===== src/sv/am824_stream_format_parser_defines.svh =====
// Assertion macros for the AM824 stream format parser.
// Included by modules that carry concurrent assertions; no other dependencies.
`ifndef AM824_STREAM_FORMAT_PARSER_DEFINES_SVH
`define AM824_STREAM_FORMAT_PARSER_DEFINES_SVH

// Same-cycle implication, disabled while reset is asserted.
`define AM824_ASSERT_NOW(lbl, clk, rst_n, ante, cons, msg) \
  lbl: assert property (@(posedge clk) disable iff (!rst_n) (ante) |-> (cons)) \
    else $error(msg);

// Next-cycle implication, disabled while reset is asserted.
`define AM824_ASSERT_NEXT(lbl, clk, rst_n, ante, cons, msg) \
  lbl: assert property (@(posedge clk) disable iff (!rst_n) (ante) |=> (cons)) \
    else $error(msg);

`endif


===== src/sv/am824_sfp_pkg.sv =====
// Shared types, constants and lookup functions for the AM824 stream format parser.
// No dependencies.
package am824_sfp_pkg;

  typedef enum logic [1:0] {
    ST_OK          = 2'd0,
    ST_SHORT       = 2'd1,
    ST_UNSUPPORTED = 2'd2
  } status_e;

  typedef struct packed {
    logic [7:0] data_byte;
    logic       last_byte;
  } in_word_t;

  typedef struct packed {
    status_e     status;
    logic [17:0] rate_hz;
    logic [6:0]  pcm_count;
    logic [3:0]  midi_count;
  } out_word_t;

  // Byte positions within the descriptor header; POS_ENTRIES covers the pair area.
  localparam logic [2:0] POS_ROOT    = 3'd0;
  localparam logic [2:0] POS_LEVEL   = 3'd1;
  localparam logic [2:0] POS_RATE    = 3'd2;
  localparam logic [2:0] POS_SPARE   = 3'd3;
  localparam logic [2:0] POS_COUNT   = 3'd4;
  localparam logic [2:0] POS_ENTRIES = 3'd5;

  localparam logic [7:0] ROOT_BYTE  = 8'h90;
  localparam logic [7:0] LEVEL_BYTE = 8'h40;

  localparam logic [7:0] FMT_PCM_IEC = 8'h00;
  localparam logic [7:0] FMT_PCM_MBLA = 8'h06;
  localparam logic [7:0] FMT_MIDI    = 8'h0d;

  localparam logic [6:0] MAX_PCM_CHANNELS  = 7'd64;
  localparam logic [3:0] MAX_MIDI_CHANNELS = 4'd8;

  localparam logic [2:0] RATE_NONE = 3'd0;

  // Rate code to table index plus one; zero for an unknown code.
  function automatic logic [2:0] rate_index(input logic [7:0] code);
    logic [2:0] idx;
    unique case (code)
      8'h02:   idx = 3'd1;
      8'h03:   idx = 3'd2;
      8'h04:   idx = 3'd3;
      8'h0a:   idx = 3'd4;
      8'h05:   idx = 3'd5;
      8'h07:   idx = 3'd6;
      default: idx = RATE_NONE;
    endcase
    return idx;
  endfunction

  function automatic logic [17:0] rate_value(input logic [2:0] idx);
    logic [17:0] hz;
    unique case (idx)
      3'd1:    hz = 18'd32000;
      3'd2:    hz = 18'd44100;
      3'd3:    hz = 18'd48000;
      3'd4:    hz = 18'd88200;
      3'd5:    hz = 18'd96000;
      3'd6:    hz = 18'd192000;
      default: hz = 18'd0;
    endcase
    return hz;
  endfunction

endpackage


===== src/sv/am824_sfp_parser.sv =====
// Descriptor parser: per-byte state update and result formation on the last byte.
// Depends on am824_sfp_pkg and the assertion macros header.
`include "am824_stream_format_parser_defines.svh"

module am824_sfp_parser
  import am824_sfp_pkg::*;
(
  input  logic      clk_i,
  input  logic      rst_ni,
  input  logic      step_i,
  input  in_word_t  item_i,
  output logic      res_vld_o,
  output out_word_t res_o
);

  logic [2:0] hp_q, hp_d;
  logic [7:0] el_q, el_d;
  logic       pp_q, pp_d;
  logic [7:0] held_q, held_d;
  logic [6:0] pcm_q, pcm_d;
  logic [3:0] midi_q, midi_d;
  logic [2:0] ri_q, ri_d;
  status_e    err_q, err_d;

  logic       unsup;
  logic [8:0] pcm_add;
  logic [8:0] midi_add;
  logic       complete;
  status_e    status;

  assign pcm_add  = {2'b00, pcm_q} + {1'b0, held_q};
  assign midi_add = {5'b00000, midi_q} + {1'b0, held_q};

  always_comb begin
    hp_d      = hp_q;
    el_d      = el_q;
    pp_d      = pp_q;
    held_d    = held_q;
    pcm_d     = pcm_q;
    midi_d    = midi_q;
    ri_d      = ri_q;
    err_d     = err_q;
    unsup     = 1'b0;
    complete  = 1'b0;
    status    = ST_OK;
    res_vld_o = 1'b0;
    res_o     = '{status: ST_OK, rate_hz: '0, pcm_count: '0, midi_count: '0};

    if (step_i) begin
      unique case (hp_q)
        POS_ROOT:  unsup = (item_i.data_byte != ROOT_BYTE);
        POS_LEVEL: unsup = (item_i.data_byte != LEVEL_BYTE);
        POS_RATE: begin
          ri_d  = rate_index(item_i.data_byte);
          unsup = (ri_d == RATE_NONE);
        end
        POS_SPARE: ;
        POS_COUNT: begin
          el_d = item_i.data_byte;
          pp_d = 1'b0;
        end
        default: begin
          // pair area; bytes beyond the announced pairs are dropped
          if (el_q != 8'd0) begin
            if (!pp_q) begin
              held_d = item_i.data_byte;
              pp_d   = 1'b1;
            end else begin
              pp_d = 1'b0;
              el_d = el_q - 8'd1;
              if (item_i.data_byte == FMT_PCM_IEC || item_i.data_byte == FMT_PCM_MBLA) begin
                if (pcm_add > {2'b00, MAX_PCM_CHANNELS}) begin
                  unsup = 1'b1;
                  pcm_d = MAX_PCM_CHANNELS;
                end else begin
                  pcm_d = pcm_add[6:0];
                end
              end else if (item_i.data_byte == FMT_MIDI) begin
                if (midi_add > {5'b00000, MAX_MIDI_CHANNELS}) begin
                  unsup  = 1'b1;
                  midi_d = MAX_MIDI_CHANNELS;
                end else begin
                  midi_d = midi_add[3:0];
                end
              end else begin
                unsup = 1'b1;
              end
            end
          end
        end
      endcase

      if (unsup && err_q == ST_OK) begin
        err_d = ST_UNSUPPORTED;
      end
      if (hp_q < POS_ENTRIES) begin
        hp_d = hp_q + 3'd1;
      end

      if (item_i.last_byte) begin
        complete = (hp_d == POS_ENTRIES) && (el_d == 8'd0) && !pp_d;
        priority if (hp_d < POS_SPARE) begin
          status = ST_SHORT;
        end else if (err_d != ST_OK) begin
          status = err_d;
        end else if (!complete) begin
          status = ST_SHORT;
        end else begin
          status = ST_OK;
        end
        res_vld_o        = 1'b1;
        res_o.status     = status;
        res_o.rate_hz    = rate_value(ri_d);
        res_o.pcm_count  = (status == ST_OK) ? pcm_d : 7'd0;
        res_o.midi_count = (status == ST_OK) ? midi_d : 4'd0;
        // start afresh for the next descriptor
        hp_d   = POS_ROOT;
        el_d   = 8'd0;
        pp_d   = 1'b0;
        held_d = 8'd0;
        pcm_d  = 7'd0;
        midi_d = 4'd0;
        ri_d   = RATE_NONE;
        err_d  = ST_OK;
      end
    end
  end

  always_ff @(posedge clk_i or negedge rst_ni) begin
    if (!rst_ni) begin
      hp_q   <= POS_ROOT;
      el_q   <= 8'd0;
      pp_q   <= 1'b0;
      held_q <= 8'd0;
      pcm_q  <= 7'd0;
      midi_q <= 4'd0;
      ri_q   <= RATE_NONE;
      err_q  <= ST_OK;
    end else begin
      hp_q   <= hp_d;
      el_q   <= el_d;
      pp_q   <= pp_d;
      held_q <= held_d;
      pcm_q  <= pcm_d;
      midi_q <= midi_d;
      ri_q   <= ri_d;
      err_q  <= err_d;
    end
  end

  `AM824_ASSERT_NOW(a_hp_range, clk_i, rst_ni, 1'b1, hp_q <= POS_ENTRIES,
    "header position ran past the pair area")
  `AM824_ASSERT_NOW(a_phase_ctx, clk_i, rst_ni, pp_q, (hp_q == POS_ENTRIES) && (el_q != 8'd0),
    "pair phase set outside an open pair")
  `AM824_ASSERT_NOW(a_sum_limit, clk_i, rst_ni, 1'b1,
    (pcm_q <= MAX_PCM_CHANNELS) && (midi_q <= MAX_MIDI_CHANNELS),
    "channel sum exceeds its limit")
  `AM824_ASSERT_NEXT(a_clear_after_last, clk_i, rst_ni, step_i && item_i.last_byte,
    (hp_q == POS_ROOT) && (err_q == ST_OK) && !pp_q,
    "parser state not cleared after last word")

endmodule


===== src/sv/am824_sfp_out_reg.sv =====
// Result register with valid/stall handshake towards the consumer.
// Depends on am824_sfp_pkg.
module am824_sfp_out_reg
  import am824_sfp_pkg::*;
(
  input  logic      clk_i,
  input  logic      rst_ni,
  input  logic      load_i,
  input  out_word_t res_i,
  output logic      out_valid_o,
  input  logic      out_stall_i,
  output out_word_t out_data_o
);

  logic      vld_q, vld_d;
  out_word_t data_q;

  always_comb begin
    vld_d = vld_q;
    if (load_i) begin
      vld_d = 1'b1;
    end else if (!out_stall_i) begin
      vld_d = 1'b0;
    end
  end

  always_ff @(posedge clk_i or negedge rst_ni) begin
    if (!rst_ni) begin
      vld_q <= 1'b0;
    end else begin
      vld_q <= vld_d;
    end
  end

  // hold the payload until a new word is loaded
  always_ff @(posedge clk_i) begin
    if (load_i) begin
      data_q <= res_i;
    end
  end

  assign out_valid_o = vld_q;
  assign out_data_o  = data_q;

endmodule


===== src/sv/am824_stream_format_parser.sv =====
// Top level of the AM824 stream format parser: input register, parser, result register.
// Depends on am824_sfp_pkg, am824_sfp_parser and am824_sfp_out_reg.
//
//   channel  direction  handshake                  word
//   in       consumer   in_valid_i / in_stall_o    in_word_t  (data_byte, last_byte)
//   out      producer   out_valid_o / out_stall_i  out_word_t (status, rate_hz, counts)
//
// One descriptor byte per cycle unless in_stall_o is high; results are registered.
// Latency is set by the input register and the result register around the parser step.
// Reset clears all parser state and both valid flags; no clearing pass is needed.
// The input side stalls only when a last byte is waiting and the result register is
// still held by a stalled consumer; other bytes keep flowing while a result waits.
module am824_stream_format_parser
  import am824_sfp_pkg::*;
(
  input  logic      clk_i,
  input  logic      rst_ni,
  input  logic      in_valid_i,
  output logic      in_stall_o,
  input  in_word_t  in_data_i,
  output logic      out_valid_o,
  input  logic      out_stall_i,
  output out_word_t out_data_o
);

  logic      in_vld_q, in_vld_d;
  in_word_t  in_q;
  logic      step;
  logic      res_vld;
  out_word_t res;

  // advance the held word unless it is a last byte facing a full, stalled result register
  assign step       = in_vld_q && (!in_q.last_byte || !out_valid_o || !out_stall_i);
  assign in_stall_o = in_vld_q && !step;

  always_comb begin
    in_vld_d = in_vld_q;
    if (!in_stall_o) begin
      in_vld_d = in_valid_i;
    end
  end

  always_ff @(posedge clk_i or negedge rst_ni) begin
    if (!rst_ni) begin
      in_vld_q <= 1'b0;
    end else begin
      in_vld_q <= in_vld_d;
    end
  end

  always_ff @(posedge clk_i) begin
    if (in_valid_i && !in_stall_o) begin
      in_q <= in_data_i;
    end
  end

  am824_sfp_parser u_parser (
    .clk_i     (clk_i),
    .rst_ni    (rst_ni),
    .step_i    (step),
    .item_i    (in_q),
    .res_vld_o (res_vld),
    .res_o     (res)
  );

  am824_sfp_out_reg u_out_reg (
    .clk_i       (clk_i),
    .rst_ni      (rst_ni),
    .load_i      (res_vld),
    .res_i       (res),
    .out_valid_o (out_valid_o),
    .out_stall_i (out_stall_i),
    .out_data_o  (out_data_o)
  );

endmodule


===== config.mk =====
export PLATFORM = sky130hd
export DESIGN_NAME = am824_stream_format_parser
export DESIGN_NICKNAME = d
export VERILOG_FILES = /design/src/sv/am824_sfp_pkg.sv /design/src/sv/am824_sfp_parser.sv /design/src/sv/am824_sfp_out_reg.sv /design/src/sv/am824_stream_format_parser.sv
export VERILOG_INCLUDE_DIRS = /design/src /design/src/sv
export SDC_FILE = /design/constraint.sdc
export NUM_CORES = 1
export LEC_CHECK = 0
export BUFFER_PORTS_ARGS = -buffer_cell sky130_fd_sc_hd__buf_2
export CAP_MARGIN = 20
export CORE_ASPECT_RATIO = 1.4
export CORE_MARGIN = 8
export CORE_UTILIZATION = 35
export DETAILED_ROUTE_END_ITERATION = 16
export GPL_TIMING_DRIVEN = 0
export PLACE_DENSITY = 0.5
export SLEW_MARGIN = 20
export SYNTH_ARGS = -nofsm -noshare
export SYNTH_HDL_FRONTEND = slang
export SYNTH_SLANG_ARGS = --single-unit

===== constraint.sdc =====
create_clock -name clk_i -period 4.7 [get_ports clk_i]
set_input_delay 1.41 -clock clk_i [delete_from_list [all_inputs] [get_ports clk_i]]
set_output_delay 1.41 -clock clk_i [all_outputs]
set_load 0.02 [all_outputs]

==> results.md <==
* Status: completed
* First-pass GRT wire length at 19,700 µm
* P&R area growth vs syn at 15.9%
* Fin. max-slew vios at 0
* CTS clock-pin slew for the worst setup and hold paths at 0.06 ns
* CTS tree: done
* Hold Crit Class: reg2reg
* Critical Path Fanout Max at 29
* DRT Wirelength at 11,900 µm
* CP required at 4.88 ns
* Detail Placement HPWL at 9030 µm
* Final setup viols at 0
* Sequential Power Share at 0.372
* Async set-reset flop share out of synthesis at 0.521
* Commonest cells after routing, fill and taps aside: buf_2, nand2_1, dfrtp_1, edfxtp_1, nor2_1
* Synth Instances at 446
* Net Sw Power at 732 µW
* Root Buffer: clkbuf_16
* Post-CTS setup buffer count at 0
* Core Box Area at 12,600 µm²
* RSZ-0062 raised after global routing: no
* Cell Pwr Density at 402 nW/µm²
* # hold bufs at CTS at 0
* Worst-Margin Slew at 0.956 ns
* Worst vdd ir at 0.202 mV
* Flops & latches, synth at 73
* Clock Skew at 0.0109 ns
* Mapped Area at 4470 µm²
* GP Congestion at 0.888
* Unique masters post-synth at 73
* Port Buf Inserts at 41
* Sink Count at 73
* YS warnings at 0
* Leakage at 2.07 nW
* Die area at 16,700 µm²
* Die width at 111 µm
* Die Height at 150 µm
* GRT overflow at 0
* Row count at 49
* CP arrival at 3.59 ns
* Comb pwr share at 0.288
* H-Tree Depth at 3
* Max Freq at 293 MHz
* Seq/Total Area, Yosys at 0.448
* Final antenna-violating net count at 0
* Top-level I/O count at 46
* Pint at 1.35 mW
* Sw frac at 0.351
* Vias per inst at 5.48
* Vias at 3,613
* N_diodes at 0
* Worst setup EP type: flip-flop
* Clock power frac at 0.340
* Drt first pass iters at 4
* Final Critical Period at 3.41 ns
* WS Path Type: in2reg
* Overall Power at 2.08 mW
* Layout net count at 537
* Starting Density at 0.354
* Number of synthesized flops with an enable pin at 35
* Initial antenna violation count at 0
* Fill cells at 1,269
* Setup TNS at 0 ns
* Relative slew slack at 0.363
* CP Launch Type: primary input
* Gates resized, CTS repair at 0
* Fraction of layout cells with a size suffix above 1 at 0.180
* Total GRT Usage at 0.148
* Post-route DRC at 0
* Number of global-route vias before repair at 3,680
* Wirelength per Cell at 18.1 µm
* Max-cap violations at 0
* Post-Syn Area per Cell at 10.0 µm²
* Most common cell after layout, fill and taps aside: buf_2
* DRT iter0 DRCs at 228
* Top FF cell, synth: dfrtp_1
* Skew-Pair Late Insertion Delay at 0.34 ns
* Final worst-path cycle share at 0.726
* Hold Vio Cnt, Final at 0
* Largest net degree at the start of global routing at 39
* CTS Buf Count at 9
* Clk buf depth at 2
-- critical path, stage by stage --
cell and delay (ns):
buf_2 0.11, nand3_1 0.09, and2_0 0.36, nand2_1 0.29, inv_2 0.60, nand4_1 0.30
buf_6 0.25, a211oi_2 0.16
-- area by class of cell --
cell class	instances	area, µm²	area share
Buffer	26	139	0.0268
Timing Repair Buffer	41	205	0.0396
Multi-Input combinational cell	325	2240	0.433
Clock inverter	6	65.1	0.0126
Inverter	25	93.8	0.0181
Clock buffer	10	239	0.0461
Tap cell	153	191	0.0370
Sequential cell	73	2000	0.386
-- final timing paths --
check / cells past startpoint / slack (ns) / endpoint / from
max: 8 / 1.29 / u_out_reg.out_data_o[4]$_SDFFCE_PN0P_ / out_stall_i
max reg2reg: 9 / 1.40 / u_out_reg.out_data_o[29]$_SDFFCE_PN0P_ / u_parser.held_q[1]$_DFFE_PN0P_
min: 2 / 0.48 / u_parser.ri_q[0]$_DFFE_PN0P_ / u_parser.ri_q[0]$_DFFE_PN0P_
max in group asynchronous: 1 / 2.88 / u_parser.el_q[1]$_DFFE_PN0P_ / rst_ni
min reg2reg: 2 / 0.48 / u_parser.ri_q[0]$_DFFE_PN0P_ / u_parser.ri_q[0]$_DFFE_PN0P_
min in group asynchronous: 1 / 1.22 / u_parser.el_q[5]$_DFFE_PN0P_ / rst_ni
-- routing by layer --
layer	vias to the layer above	track usage	wire [µm]
met5	-	0	0
met4	0	0.0582	233
met3	17	0.0265	379
met2	82	0.264	6250
met1	1751	0.172	5080
li1	1763	-	-
-- logic make-up (layout without fill, tap and decap cells) --
group / count (synthesis) / in the layout / synth area share
buf+inv: 51 / 108 / 0.0521
flops: 73 / 73 / 0.448
mux: 4 / 4 / 0.00896
other cells: 1 / 4 / 0.000839
fa+ha+maj: 23 / 23 / 0.0678
compound gates: 129 / 129 / 0.216
xor+xnor: 11 / 11 / 0.0216
simple gates: 154 / 154 / 0.185
-- Yosys cell counts, types with 3 or more instances --
master	number	area, µm²
buf_4	6	45.0
edfxtp_1	35	1050
and3_1	5	31.3
a21o_1	3	22.5
buf_2	3	15.0
o21ai_0	27	135
mux2i_1	4	40.0
nor2_1	32	120
inv_1	25	93.8
o2111ai_1	3	26.3
a32o_1	6	60.1
nor3_1	10	50.1
nor2b_1	7	43.8
nor3_2	6	60.1
and2_1	6	37.5
a211oi_2	6	75.1
o41a_1	3	33.8
clkbuf_1	14	52.6
a31oi_1	3	18.8
nand3_1	14	70.1
o21a_1	5	37.5
o21ai_1	5	25.0
a22oi_1	8	60.1
a211oi_1	3	22.5
a22o_1	11	96.3
a21oi_1	19	95.1
or4_1	3	22.5
o211ai_1	3	22.5
dfrtp_1	38	951
xor2_1	6	52.6
nor3b_1	3	22.5
nand2_1	42	158
ha_1	21	263
nor4_1	3	18.8
xnor2_1	5	43.8
nand2b_1	7	43.8
-- metrics by stage --
step | worst slack [ns] | hold WS (ns) | instances | cell area (µm²) | util
after CTS | 0.815 | 0.489 | 659 | 5180 | 0.410
after floorplan | 1.49 | 0.450 | 449 | 4480 | -
after detailed placement | 0.457 | 0.476 | 643 | 4880 | 0.386
after global placement | 0.499 | 0.467 | 643 | 4880 | 0.386
after global routing | 1.15 | 0.514 | 659 | 5180 | 0.410
final | 1.29 | 0.482 | 659 | 5180 | 0.410
-- state kept, by name, indices dropped and copies added, names as in the netlist --
name	count
u_parser.midi_q	4
in_vld_q	1
u_out_reg.out_data_o	26
u_parser.pp_q	1
u_parser.ri_q	3
u_parser.pcm_q	7
u_parser.held_q	8
in_q	9
u_parser.err_q	2
u_parser.el_q	8
u_parser.hp_q	3
u_out_reg.out_valid_o	1
-- power by group through the flow --
stage	combinational (mW)	sequential (mW)	clock [mW]
floorplan	0.425	0.787	0
global placement	0.590	0.787	0
detailed placement	0.597	0.788	0
CTS	0.599	0.776	0.728
global route	0.667	0.784	0.750
finish	0.599	0.776	0.710
Note: power is estimated with default switching activity, not from simulation.
